$ cat config.mk
export PLATFORM = sky130hd
export DESIGN_NAME = address_range_breakpoint_unit
export DESIGN_NICKNAME = d
export VERILOG_FILES = /design/src/sv/arbu_pkg.sv /design/src/sv/arbu_ram.sv /design/src/sv/arbu_queue.sv /design/src/sv/arbu_front.sv /design/src/sv/arbu_back.sv /design/src/sv/address_range_breakpoint_unit.sv
export VERILOG_INCLUDE_DIRS = /design/src /design/src/sv
export SDC_FILE = /design/constraint.sdc
export NUM_CORES = 2
export LEC_CHECK = 0
export BUFFER_PORTS_ARGS = -buffer_cell sky130_fd_sc_hd__clkbuf_2
export CORE_ASPECT_RATIO = 0.75
export CORE_MARGIN = 1.5
export CORE_UTILIZATION = 57
export CTS_CLUSTER_SIZE = 28
export DETAILED_ROUTE_END_ITERATION = 16
export GPL_ROUTABILITY_DRIVEN = 0
export PLACE_DENSITY = 0.76
export REMOVE_ABC_BUFFERS = 1
export SETUP_SLACK_MARGIN = 0.1
export SYNTH_ARGS = -nofsm -noshare
export SYNTH_HDL_FRONTEND = slang
export SYNTH_SLANG_ARGS = --single-unit
$ cat constraint.sdc
create_clock -name aclk -period 4.9 [get_ports aclk]
set_clock_uncertainty 0.15 [all_clocks]
set_input_delay 0.98 -clock aclk [delete_from_list [all_inputs] [get_ports aclk]]
set_output_delay 0.98 -clock aclk [all_outputs]
set_load 0.1 [all_outputs]
$ cat src/sv/address_range_breakpoint_unit_assert.svh
// Assertion macros for the address range breakpoint unit.
`ifndef ADDRESS_RANGE_BREAKPOINT_UNIT_ASSERT_SVH
`define ADDRESS_RANGE_BREAKPOINT_UNIT_ASSERT_SVH

`ifndef SYNTHESIS

// Plain property checked at every edge out of reset
`define ARBU_ASSERT(lbl, clk, rstn, prop, msg) \
    lbl: assert property (@(posedge clk) disable iff (!rstn) (prop)) else $error(msg);

// Same-cycle implication
`define ARBU_ASSERT_IMPLIES(lbl, clk, rstn, ante, cons, msg) \
    lbl: assert property (@(posedge clk) disable iff (!rstn) (ante) |-> (cons)) else $error(msg);

// Next-cycle implication
`define ARBU_ASSERT_NEXT(lbl, clk, rstn, ante, cons, msg) \
    lbl: assert property (@(posedge clk) disable iff (!rstn) (ante) |=> (cons)) else $error(msg);

`else

`define ARBU_ASSERT(lbl, clk, rstn, prop, msg)
`define ARBU_ASSERT_IMPLIES(lbl, clk, rstn, ante, cons, msg)
`define ARBU_ASSERT_NEXT(lbl, clk, rstn, ante, cons, msg)

`endif

`endif

$ cat src/sv/arbu_pkg.sv
// Shared types and constants for the address range breakpoint unit.
`timescale 1ns / 1ps
`default_nettype none

package arbu_pkg;

    localparam int NUM_CLASSES          = 5;
    localparam int RANGES_PER_CLASS_DEF = 16;
    localparam int ADDR_BITS_DEF        = 20;
    localparam int PORT_BITS            = 8;
    localparam int QUEUE_DEPTH          = 2;

    // Request type codes
    localparam logic [2:0] REQ_ADD     = 3'd0;
    localparam logic [2:0] REQ_FLUSH   = 3'd1;
    localparam logic [2:0] REQ_MEM_RD  = 3'd2;
    localparam logic [2:0] REQ_MEM_WR  = 3'd3;
    localparam logic [2:0] REQ_PORT_RD = 3'd4;
    localparam logic [2:0] REQ_PORT_WR = 3'd5;
    localparam logic [2:0] REQ_INSTR   = 3'd6;

    // Breakpoint class codes
    localparam logic [2:0] CLS_MEM_RD  = 3'd0;
    localparam logic [2:0] CLS_MEM_WR  = 3'd1;
    localparam logic [2:0] CLS_PORT_RD = 3'd2;
    localparam logic [2:0] CLS_PORT_WR = 3'd3;
    localparam logic [2:0] CLS_INSTR   = 3'd4;

    // Operation codes handed from front to back
    localparam logic [1:0] OP_NOP   = 2'd0;
    localparam logic [1:0] OP_ADD   = 2'd1;
    localparam logic [1:0] OP_FLUSH = 2'd2;
    localparam logic [1:0] OP_SCAN  = 2'd3;

    typedef struct packed {
        logic [1:0] op;
        logic [2:0] cls;
        logic       port;
        logic       instr;
    } cmd_t;

    localparam int CMD_W = $bits(cmd_t);

endpackage

`default_nettype wire

$ cat src/sv/arbu_ram.sv
// Generic single-write, single-read RAM with registered read data.
`timescale 1ns / 1ps
`default_nettype none

module arbu_ram #(
    parameter int WIDTH = 40,
    parameter int DEPTH = 80,
    localparam int AW = (DEPTH > 1) ? $clog2(DEPTH) : 1
) (
    input  wire logic             aclk,
    input  wire logic             we,
    input  wire logic [AW-1:0]    waddr,
    input  wire logic [WIDTH-1:0] wdata,
    input  wire logic [AW-1:0]    raddr,
    output logic      [WIDTH-1:0] rdata
);

    logic [WIDTH-1:0] mem_reg [DEPTH];
    logic [WIDTH-1:0] rdata_reg;

    // Write port
    always_ff @(posedge aclk) begin
        if (we) begin
            mem_reg[waddr] <= wdata;
        end
    end

    // Registered read port
    always_ff @(posedge aclk) begin
        rdata_reg <= mem_reg[raddr];
    end

    assign rdata = rdata_reg;

endmodule

`default_nettype wire

$ cat src/sv/arbu_queue.sv
// Short FIFO between the front decoder and the back executor.
`timescale 1ns / 1ps
`default_nettype none

module arbu_queue #(
    parameter int WIDTH = 70,
    parameter int DEPTH = 2,
    localparam int PW = (DEPTH > 1) ? $clog2(DEPTH) : 1,
    localparam int CW = $clog2(DEPTH + 1)
) (
    input  wire logic             aclk,
    input  wire logic             aresetn,
    input  wire logic             push,
    input  wire logic [WIDTH-1:0] wdata,
    output logic                  full,
    output logic                  valid,
    input  wire logic             pop,
    output logic      [WIDTH-1:0] rdata
);

    logic [WIDTH-1:0] entry_reg [DEPTH];
    logic [PW-1:0]    wr_ptr_reg, wr_ptr_next;
    logic [PW-1:0]    rd_ptr_reg, rd_ptr_next;
    logic [CW-1:0]    fill_reg, fill_next;

    assign full  = (fill_reg == CW'(DEPTH));
    assign valid = (fill_reg != '0);
    assign rdata = entry_reg[rd_ptr_reg];

    // Advance pointers and fill level
    always_comb begin
        wr_ptr_next = wr_ptr_reg;
        rd_ptr_next = rd_ptr_reg;
        fill_next   = fill_reg;
        if (push) begin
            wr_ptr_next = (wr_ptr_reg == PW'(DEPTH - 1)) ? '0 : wr_ptr_reg + PW'(1);
        end
        if (pop) begin
            rd_ptr_next = (rd_ptr_reg == PW'(DEPTH - 1)) ? '0 : rd_ptr_reg + PW'(1);
        end
        if (push && !pop) begin
            fill_next = fill_reg + CW'(1);
        end else if (pop && !push) begin
            fill_next = fill_reg - CW'(1);
        end
    end

    always_ff @(posedge aclk) begin
        if (!aresetn) begin
            wr_ptr_reg <= '0;
            rd_ptr_reg <= '0;
            fill_reg   <= '0;
        end else begin
            wr_ptr_reg <= wr_ptr_next;
            rd_ptr_reg <= rd_ptr_next;
            fill_reg   <= fill_next;
        end
    end

    // Store beat payload
    always_ff @(posedge aclk) begin
        if (push) begin
            entry_reg[wr_ptr_reg] <= wdata;
        end
    end

endmodule

`default_nettype wire

$ cat src/sv/arbu_front.sv
// Front end: accepts input beats and classifies them into commands.
`timescale 1ns / 1ps
`default_nettype none

module arbu_front #(
    parameter int ADDR_BITS = arbu_pkg::ADDR_BITS_DEF,
    localparam int QW = arbu_pkg::CMD_W + 3 * ADDR_BITS
) (
    input  wire logic                 s_valid,
    output logic                      s_ready,
    input  wire logic [2:0]           s_req_type,
    input  wire logic [2:0]           s_bp_class,
    input  wire logic [ADDR_BITS-1:0] s_range_low,
    input  wire logic [ADDR_BITS-1:0] s_range_high,
    input  wire logic [ADDR_BITS-1:0] s_access_addr,
    input  wire logic                 q_full,
    output logic                      q_push,
    output logic      [QW-1:0]        q_wdata
);

    import arbu_pkg::*;

    cmd_t cmd;
    logic cls_ok;

    assign cls_ok  = (s_bp_class < 3'(NUM_CLASSES));
    assign s_ready = !q_full;
    assign q_push  = s_valid && !q_full;

    // Map request type to an operation and the class it touches
    always_comb begin
        cmd.op    = OP_NOP;
        cmd.cls   = CLS_MEM_RD;
        cmd.port  = 1'b0;
        cmd.instr = 1'b0;
        case (s_req_type)
            REQ_ADD: begin
                if (cls_ok) begin
                    cmd.op  = OP_ADD;
                    cmd.cls = s_bp_class;
                end
            end
            REQ_FLUSH: begin
                if (cls_ok) begin
                    cmd.op  = OP_FLUSH;
                    cmd.cls = s_bp_class;
                end
            end
            REQ_MEM_RD: begin
                cmd.op  = OP_SCAN;
                cmd.cls = CLS_MEM_RD;
            end
            REQ_MEM_WR: begin
                cmd.op  = OP_SCAN;
                cmd.cls = CLS_MEM_WR;
            end
            REQ_PORT_RD: begin
                cmd.op   = OP_SCAN;
                cmd.cls  = CLS_PORT_RD;
                cmd.port = 1'b1;
            end
            REQ_PORT_WR: begin
                cmd.op   = OP_SCAN;
                cmd.cls  = CLS_PORT_WR;
                cmd.port = 1'b1;
            end
            REQ_INSTR: begin
                cmd.op    = OP_SCAN;
                cmd.cls   = CLS_INSTR;
                cmd.instr = 1'b1;
            end
            default: begin
                cmd.op = OP_NOP;
            end
        endcase
    end

    assign q_wdata = {cmd, s_range_low, s_range_high, s_access_addr};

endmodule

`default_nettype wire

$ cat src/sv/arbu_back.sv
// Back end: executes commands against the range memory and drives results.
`timescale 1ns / 1ps
`default_nettype none
`include "address_range_breakpoint_unit_assert.svh"

module arbu_back #(
    parameter int RANGES_PER_CLASS = arbu_pkg::RANGES_PER_CLASS_DEF,
    parameter int ADDR_BITS        = arbu_pkg::ADDR_BITS_DEF,
    localparam int QW = arbu_pkg::CMD_W + 3 * ADDR_BITS
) (
    input  wire logic          aclk,
    input  wire logic          aresetn,
    input  wire logic          q_valid,
    output logic               q_pop,
    input  wire logic [QW-1:0] q_rdata,
    output logic               m_valid,
    input  wire logic          m_ready,
    output logic               m_break_hit,
    output logic               m_table_full
);

    import arbu_pkg::*;

    localparam int DEPTH  = NUM_CLASSES * RANGES_PER_CLASS;
    localparam int RAM_AW = (DEPTH > 1) ? $clog2(DEPTH) : 1;
    localparam int CNT_W  = $clog2(RANGES_PER_CLASS + 1);
    localparam int ENT_W  = 2 * ADDR_BITS;
    localparam logic [ADDR_BITS-1:0] PORT_MASK = ADDR_BITS'((1 << PORT_BITS) - 1);

    localparam logic [1:0] ST_IDLE = 2'd0;
    localparam logic [1:0] ST_SCAN = 2'd1;
    localparam logic [1:0] ST_RESP = 2'd2;

    // Unpack queue head
    cmd_t                 q_cmd;
    logic [ADDR_BITS-1:0] q_lo;
    logic [ADDR_BITS-1:0] q_hi;
    logic [ADDR_BITS-1:0] q_addr;

    assign {q_cmd, q_lo, q_hi, q_addr} = q_rdata;

    logic [1:0]           state_reg, state_next;
    logic [CNT_W-1:0]     cnt_reg [NUM_CLASSES];
    logic [CNT_W-1:0]     cnt_next [NUM_CLASSES];
    logic                 pending_reg, pending_next;
    logic                 scan_instr_reg, scan_instr_next;
    logic                 scan_port_reg, scan_port_next;
    logic [ADDR_BITS-1:0] scan_addr_reg, scan_addr_next;
    logic [RAM_AW-1:0]    scan_base_reg, scan_base_next;
    logic [CNT_W-1:0]     scan_cnt_reg, scan_cnt_next;
    logic [CNT_W-1:0]     issue_idx_reg, issue_idx_next;
    logic                 cmp_valid_reg, cmp_valid_next;
    logic                 res_brk_reg, res_brk_next;
    logic                 res_full_reg, res_full_next;
    logic                 m_valid_reg, m_valid_next;
    logic                 m_brk_reg, m_brk_next;
    logic                 m_full_reg, m_full_next;

    logic [CNT_W-1:0]     cur_cnt;
    logic [RAM_AW-1:0]    cls_base;
    logic                 ram_we;
    logic [RAM_AW-1:0]    ram_waddr;
    logic [RAM_AW-1:0]    ram_raddr;
    logic [ENT_W-1:0]     ram_rdata;
    logic [ADDR_BITS-1:0] cmp_a, cmp_lo, cmp_hi;
    logic                 hit_now;
    logic                 scan_done;
    logic                 out_free;

    // Range memory: one entry per stored range, low bound over high bound
    arbu_ram #(
        .WIDTH (ENT_W),
        .DEPTH (DEPTH)
    ) u_ram (
        .aclk  (aclk),
        .we    (ram_we),
        .waddr (ram_waddr),
        .wdata ({q_lo, q_hi}),
        .raddr (ram_raddr),
        .rdata (ram_rdata)
    );

    // Address the head command's class and the scan entry
    assign cur_cnt   = cnt_reg[q_cmd.cls];
    assign cls_base  = RAM_AW'(q_cmd.cls) * RAM_AW'(RANGES_PER_CLASS);
    assign ram_waddr = cls_base + RAM_AW'(cur_cnt);
    assign ram_raddr = scan_base_reg + RAM_AW'(issue_idx_reg);

    // Compare one stored range per cycle; ports look at the low byte only
    assign cmp_a   = scan_port_reg ? (scan_addr_reg & PORT_MASK) : scan_addr_reg;
    assign cmp_lo  = scan_port_reg ? (ram_rdata[ENT_W-1:ADDR_BITS] & PORT_MASK)
                                   : ram_rdata[ENT_W-1:ADDR_BITS];
    assign cmp_hi  = scan_port_reg ? (ram_rdata[ADDR_BITS-1:0] & PORT_MASK)
                                   : ram_rdata[ADDR_BITS-1:0];
    assign hit_now   = cmp_valid_reg && (cmp_a >= cmp_lo) && (cmp_a <= cmp_hi);
    assign scan_done = hit_now || (issue_idx_reg == scan_cnt_reg);
    assign out_free  = !m_valid_reg || m_ready;

    // Sequencer
    always_comb begin
        state_next      = state_reg;
        cnt_next        = cnt_reg;
        pending_next    = pending_reg;
        scan_instr_next = scan_instr_reg;
        scan_port_next  = scan_port_reg;
        scan_addr_next  = scan_addr_reg;
        scan_base_next  = scan_base_reg;
        scan_cnt_next   = scan_cnt_reg;
        issue_idx_next  = issue_idx_reg;
        cmp_valid_next  = cmp_valid_reg;
        res_brk_next    = res_brk_reg;
        res_full_next   = res_full_reg;
        m_valid_next    = m_valid_reg;
        m_brk_next      = m_brk_reg;
        m_full_next     = m_full_reg;
        q_pop           = 1'b0;
        ram_we          = 1'b0;

        // Drop the output beat once taken
        if (m_valid_reg && m_ready) begin
            m_valid_next = 1'b0;
        end

        case (state_reg)
            ST_IDLE: begin
                if (q_valid) begin
                    q_pop         = 1'b1;
                    res_brk_next  = 1'b0;
                    res_full_next = 1'b0;
                    case (q_cmd.op)
                        OP_ADD: begin
                            if (cur_cnt == CNT_W'(RANGES_PER_CLASS)) begin
                                res_full_next = 1'b1;
                            end else begin
                                ram_we                = 1'b1;
                                cnt_next[q_cmd.cls] = cur_cnt + CNT_W'(1);
                            end
                            state_next = ST_RESP;
                        end
                        OP_FLUSH: begin
                            cnt_next[q_cmd.cls] = '0;
                            state_next            = ST_RESP;
                        end
                        OP_SCAN: begin
                            scan_instr_next = q_cmd.instr;
                            scan_port_next  = q_cmd.port;
                            scan_addr_next  = q_addr;
                            scan_base_next  = cls_base;
                            scan_cnt_next   = cur_cnt;
                            issue_idx_next  = '0;
                            cmp_valid_next  = 1'b0;
                            state_next      = ST_SCAN;
                        end
                        default: begin
                            state_next = ST_RESP;
                        end
                    endcase
                end
            end
            ST_SCAN: begin
                if (scan_done) begin
                    // Finish: instruction events report and clear the sticky flag; access hits set it
                    if (scan_instr_reg) begin
                        res_brk_next = pending_reg || hit_now;
                        pending_next = 1'b0;
                    end else if (hit_now) begin
                        pending_next = 1'b1;
                    end
                    cmp_valid_next = 1'b0;
                    state_next     = ST_RESP;
                end else begin
                    issue_idx_next = issue_idx_reg + CNT_W'(1);
                    cmp_valid_next = 1'b1;
                end
            end
            ST_RESP: begin
                if (out_free) begin
                    m_valid_next = 1'b1;
                    m_brk_next   = res_brk_reg;
                    m_full_next  = res_full_reg;
                    state_next   = ST_IDLE;
                end
            end
            default: begin
                state_next = ST_IDLE;
            end
        endcase
    end

    // Control state
    always_ff @(posedge aclk) begin
        if (!aresetn) begin
            state_reg     <= ST_IDLE;
            pending_reg   <= 1'b0;
            cmp_valid_reg <= 1'b0;
            m_valid_reg   <= 1'b0;
            for (int i = 0; i < NUM_CLASSES; i++) begin
                cnt_reg[i] <= '0;
            end
        end else begin
            state_reg     <= state_next;
            pending_reg   <= pending_next;
            cmp_valid_reg <= cmp_valid_next;
            m_valid_reg   <= m_valid_next;
            cnt_reg       <= cnt_next;
        end
    end

    // Payload registers
    always_ff @(posedge aclk) begin
        scan_instr_reg <= scan_instr_next;
        scan_port_reg  <= scan_port_next;
        scan_addr_reg  <= scan_addr_next;
        scan_base_reg  <= scan_base_next;
        scan_cnt_reg   <= scan_cnt_next;
        issue_idx_reg  <= issue_idx_next;
        res_brk_reg    <= res_brk_next;
        res_full_reg   <= res_full_next;
        m_brk_reg      <= m_brk_next;
        m_full_reg     <= m_full_next;
    end

    assign m_valid      = m_valid_reg;
    assign m_break_hit  = m_brk_reg;
    assign m_table_full = m_full_reg;

    `ARBU_ASSERT_IMPLIES(a_add_has_room, aclk, aresetn, ram_we, cur_cnt < CNT_W'(RANGES_PER_CLASS), "range written into a full class")
    `ARBU_ASSERT_IMPLIES(a_scan_in_bounds, aclk, aresetn, state_reg == ST_SCAN, issue_idx_reg <= scan_cnt_reg, "scan ran past the class count")
    `ARBU_ASSERT_NEXT(a_instr_clears_pending, aclk, aresetn, (state_reg == ST_SCAN) && scan_instr_reg && scan_done, !pending_reg, "instruction event left the sticky hit set")
    `ARBU_ASSERT(a_single_flag, aclk, aresetn, !(m_valid_reg && m_brk_reg && m_full_reg), "break and full flagged on one beat")

endmodule

`default_nettype wire

$ cat src/sv/address_range_breakpoint_unit.sv
// Top level of the address range breakpoint unit.
//
//   channel | direction | handshake          | payload
//   --------+-----------+--------------------+---------------------------------------------
//   s_      | in        | s_valid / s_ready  | req_type, bp_class, range_low/high, access_addr
//   m_      | out       | m_valid / m_ready  | break_hit, table_full
//
// Add, flush and unused requests go from the idle state to the response state
// in the back end. Access and instruction events scan the n stored ranges of the
// class, at most RANGES_PER_CLASS; the single read port of the range memory
// compares one range per cycle and a hit ends the scan early.
// Reset clears the class counts, the sticky hit flag, the queue and the output;
// the range memory is not cleared, entries above a class count are never compared.
// The two-entry queue keeps taking beats until it is full while the back end scans
// or the output beat waits for m_ready.
`timescale 1ns / 1ps
`default_nettype none

module address_range_breakpoint_unit #(
    parameter int RANGES_PER_CLASS = arbu_pkg::RANGES_PER_CLASS_DEF,
    parameter int ADDR_BITS        = arbu_pkg::ADDR_BITS_DEF
) (
    input  wire logic                 aclk,
    input  wire logic                 aresetn,
    input  wire logic                 s_valid,
    output logic                      s_ready,
    input  wire logic [2:0]           s_req_type,
    input  wire logic [2:0]           s_bp_class,
    input  wire logic [ADDR_BITS-1:0] s_range_low,
    input  wire logic [ADDR_BITS-1:0] s_range_high,
    input  wire logic [ADDR_BITS-1:0] s_access_addr,
    output logic                      m_valid,
    input  wire logic                 m_ready,
    output logic                      m_break_hit,
    output logic                      m_table_full
);

    import arbu_pkg::*;

    localparam int QW = CMD_W + 3 * ADDR_BITS;

    logic          q_full;
    logic          q_push;
    logic [QW-1:0] q_wdata;
    logic          q_valid;
    logic          q_pop;
    logic [QW-1:0] q_rdata;

    // Classify incoming beats
    arbu_front #(
        .ADDR_BITS (ADDR_BITS)
    ) u_front (
        .s_valid       (s_valid),
        .s_ready       (s_ready),
        .s_req_type    (s_req_type),
        .s_bp_class    (s_bp_class),
        .s_range_low   (s_range_low),
        .s_range_high  (s_range_high),
        .s_access_addr (s_access_addr),
        .q_full        (q_full),
        .q_push        (q_push),
        .q_wdata       (q_wdata)
    );

    // Decouple front and back
    arbu_queue #(
        .WIDTH (QW),
        .DEPTH (QUEUE_DEPTH)
    ) u_queue (
        .aclk    (aclk),
        .aresetn (aresetn),
        .push    (q_push),
        .wdata   (q_wdata),
        .full    (q_full),
        .valid   (q_valid),
        .pop     (q_pop),
        .rdata   (q_rdata)
    );

    // Execute commands and drive results
    arbu_back #(
        .RANGES_PER_CLASS (RANGES_PER_CLASS),
        .ADDR_BITS        (ADDR_BITS)
    ) u_back (
        .aclk         (aclk),
        .aresetn      (aresetn),
        .q_valid      (q_valid),
        .q_pop        (q_pop),
        .q_rdata      (q_rdata),
        .m_valid      (m_valid),
        .m_ready      (m_ready),
        .m_break_hit  (m_break_hit),
        .m_table_full (m_table_full)
    );

endmodule

`default_nettype wire

==> results.toml <==
[final_layout]
area_growth_pct = 12.6
post-route-util_pct = 64.7
fin_nets = 5832
drive_gt1_share_pct = 33.4
finalInstanceArea_um2 = 148000
largest_reg_flops = 3200
fin_cells = 9044

[global_route]
grt_pass1_vias = 62031
met3_usage_pct = 10.8
grt_antenna_before_repair = 45
track_usage_pct = 30.8
grt_remaining_overflow = 0
grt_most_used_layer = "met1"
grtUsageMet2_pct = 44.4
grt_pass1_wl_mm = 494
grt_max_degree = 136
use_met1_pct = 44.7

[place]
dp_hpwl_mm = 208
io_buffers = 73
placed_cells = 8488
postPlaceCellArea_um2 = 139000

[floorplanning]
initial_core_util_pct = 57.4
rows = 152
fp.dieH_um = 419
die_w_um = 558
core_area_um2 = 229000
pin_count = 74
dieArea_um2 = 234000

[timing]
fin_crit_ps = 4300
max_clock_freq_mhz = 233
max_slew_margin_pct = -5.99
setup-violations-final = 0
rsz0062_at_grt = "no"
slew_violations = 36
setup-tns-final_ps = 0
worst_pin_slew_ps = 1590
fin_crit_sh_pct = 87.7
finalHoldViolCount = 0

[worst_setup_path]
start_kind = "register"
cp_common_cell = "buf_4"
critical_path.max_stage_delay_ps = 520
slowest_stage = "buf_4"
crit_arrival_ps = 4640
crit_chain = "mux2i_2, inv_2, nand3_1, a21oi_1, a311o_1, ha_1, ha_1, xnor2_1, buf_4, nor3_1, nand2b_1, buf_4, nor2_4, buf_4"
crit_required_ps = 5240
endpoint_kind = "register"
critPathKind = "reg2reg"
worstPathMaxFanout = 40

[yosys]
netlist_instances = 5353
netlist_area_um2 = 132000
ys_ff_latch = 3448
seq_area_frac_synth_pct = 78.1
synth_top_flop_cell = "edfxtp_1"
ys_async_sr_fraction_pct = 0
avgSynthCellArea_um2 = 24.6
ys_types = 62
synth_edf_count = 3373
yosysWarnings = 0

[power]
power_leakage_nw = 45.7
p_per_area_nw_per_um2 = 551
ir_drop_v = 0.000841

[route]
route.detailed.drc = 0
antenna_left = 0
num_vias = 63818
via_per_inst = 7.06
dr.pass1.iters = 7
wire_per_inst_um = 39.3
drt_iter0_markers = 12592
routed_wl_mm = 355

[cts]
cts_tree = "done"
htreeDepth = 5
cts_hold_buffers = 0
cts-root-buf = "clkbuf_16"
clockBufferDepth = 4
post_cts_buffers = 0
cts_num_sinks = 3448
clock_latency_ps = 900
cts.repair.resized = 0
clk_pin_slew_ps = 70
cts_made_buffers = 308

[hold_path]
hold_path_class = "in2reg"

[run_status]
violations = "capacitance limit, slew limit"
status = "finished with violations"

[flow_run]
maxCapViolations = 1
-- worst paths after layout --
check	to	startpoint	slack (ps)	depth (start not counted)
worst max-delay path	u_back.u_ram.mem_reg[67][17]	register	600	14
worst min-delay path	u_queue.entry_reg[0][5]	s_access_addr[5]	140	1
worst max register to register	u_back.u_ram.mem_reg[67][17]	register	600	14
worst min register to register	u_back.m_table_full	u_back.res_full_reg	280	0
-- cell type report --
cell class                 instances  area (µm²)
tap                             3080        3850
clock inverter                   154        1370
inverter                          32         120
sequential                      3448      103000
timing repair buffer             325        3520
antenna                           14        35.0
multi-input combinational       1603       28200
clock buffer                     388        8250
fill                           13739       81000
-- where the power goes --
part           switching (W)  internal, W
Combinational         0.0142      0.00837
Sequential          0.000283       0.0350
Clock                 0.0107       0.0131
Total                 0.0252       0.0565
-- per-layer routing --
layer / routed length, µm / vias up
li1: - / 23827
met1: 127000 / 33700
met2: 159000 / 5598
met3: 56200 / 669
met4: 13000 / 24
met5: 160 / -
-- logic make-up after synthesis --
logic type,Yosys count,synth area share [%]
XOR/XNOR,21,0.140
AND/OR/NAND/NOR,276,1.02
AO/OA/AOI/OAI,99,0.525
multiplexers,1163,18.9
flip-flops,3448,78.1
buffers and inverters,302,0.921
adder cells (fa/ha/maj),44,0.418
-- layout by cell type, fill, tap and decap left out, types with 23 or more instances in the layout --
cell and instances:
edfxtp_1 3373, mux4_2 1041, clkbuf_16 319, buf_4 151
mux2_2 103, buf_12 101, nor2_4 81, dfxtp_1 74
clkbuf_2 73, clkbuf_1 68, clkinv_1 63, nand2_1 57
clkinv_2 43, ha_1 42, nand2b_1 33, inv_1 29
nand3_1 23
-- worst max-delay path: cells and delay by family (launching register included) --
| family | cells | cell delay [ps] |
|---|---|---|
| AND/OR/NAND/NOR | 4 | 900 |
| buffers and inverters | 4 | 1120 |
| AO/OA/AOI/OAI | 2 | 440 |
| XOR/XNOR | 1 | 150 |
| multiplexers | 1 | 300 |
| adder cells (fa/ha/maj) | 2 | 370 |
| flip-flops | 1 | 420 |
-- cells in the mapped netlist, types with 3 or more instances --
library cell,n,area share (%)
buf_1,26,0.074
ha_1,44,0.42
mux2i_1,16,0.12
or2_2,3,0.014
buf_2,60,0.23
a211oi_1,3,0.017
xnor2_1,14,0.093
nor3_2,4,0.030
nor3b_1,3,0.017
edfxtp_1,3373,77
a21o_1,6,0.034
mux4_2,1041,18
clkbuf_1,183,0.52
o21a_1,3,0.017
nand4_1,4,0.019
and2_1,7,0.033
a21oi_1,22,0.084
o32ai_1,5,0.033
a31oi_1,4,0.019
mux2_2,103,0.88
inv_1,29,0.083
o22ai_1,11,0.052
nand2_1,57,0.16
o211ai_1,4,0.023
nor2_1,103,0.29
inv_2,3,0.0086
nor2b_1,14,0.067
xor2_1,7,0.047
and3_1,4,0.019
nand2b_1,33,0.16
nor3_1,6,0.023
or3_1,5,0.024
dfxtp_1,75,1.1
a21boi_0,4,0.023
nand3_1,23,0.087
o21ai_0,15,0.057
-- metrics by stage --
step / hold slack (ps) / setup WS, ps / total power, W
2_1_floorplan: 250 / -28030 / 0.0488
3_5_place_dp: 268 / 718 / 0.0577
6_report: 142 / 605 / 0.0817
5_1_grt: 123 / 472 / 0.0832
3_3_place_gp: 260 / 644 / 0.0573
4_1_cts: 102 / 683 / 0.0813
No activity file was read; power rests on OpenSTA's default activity.
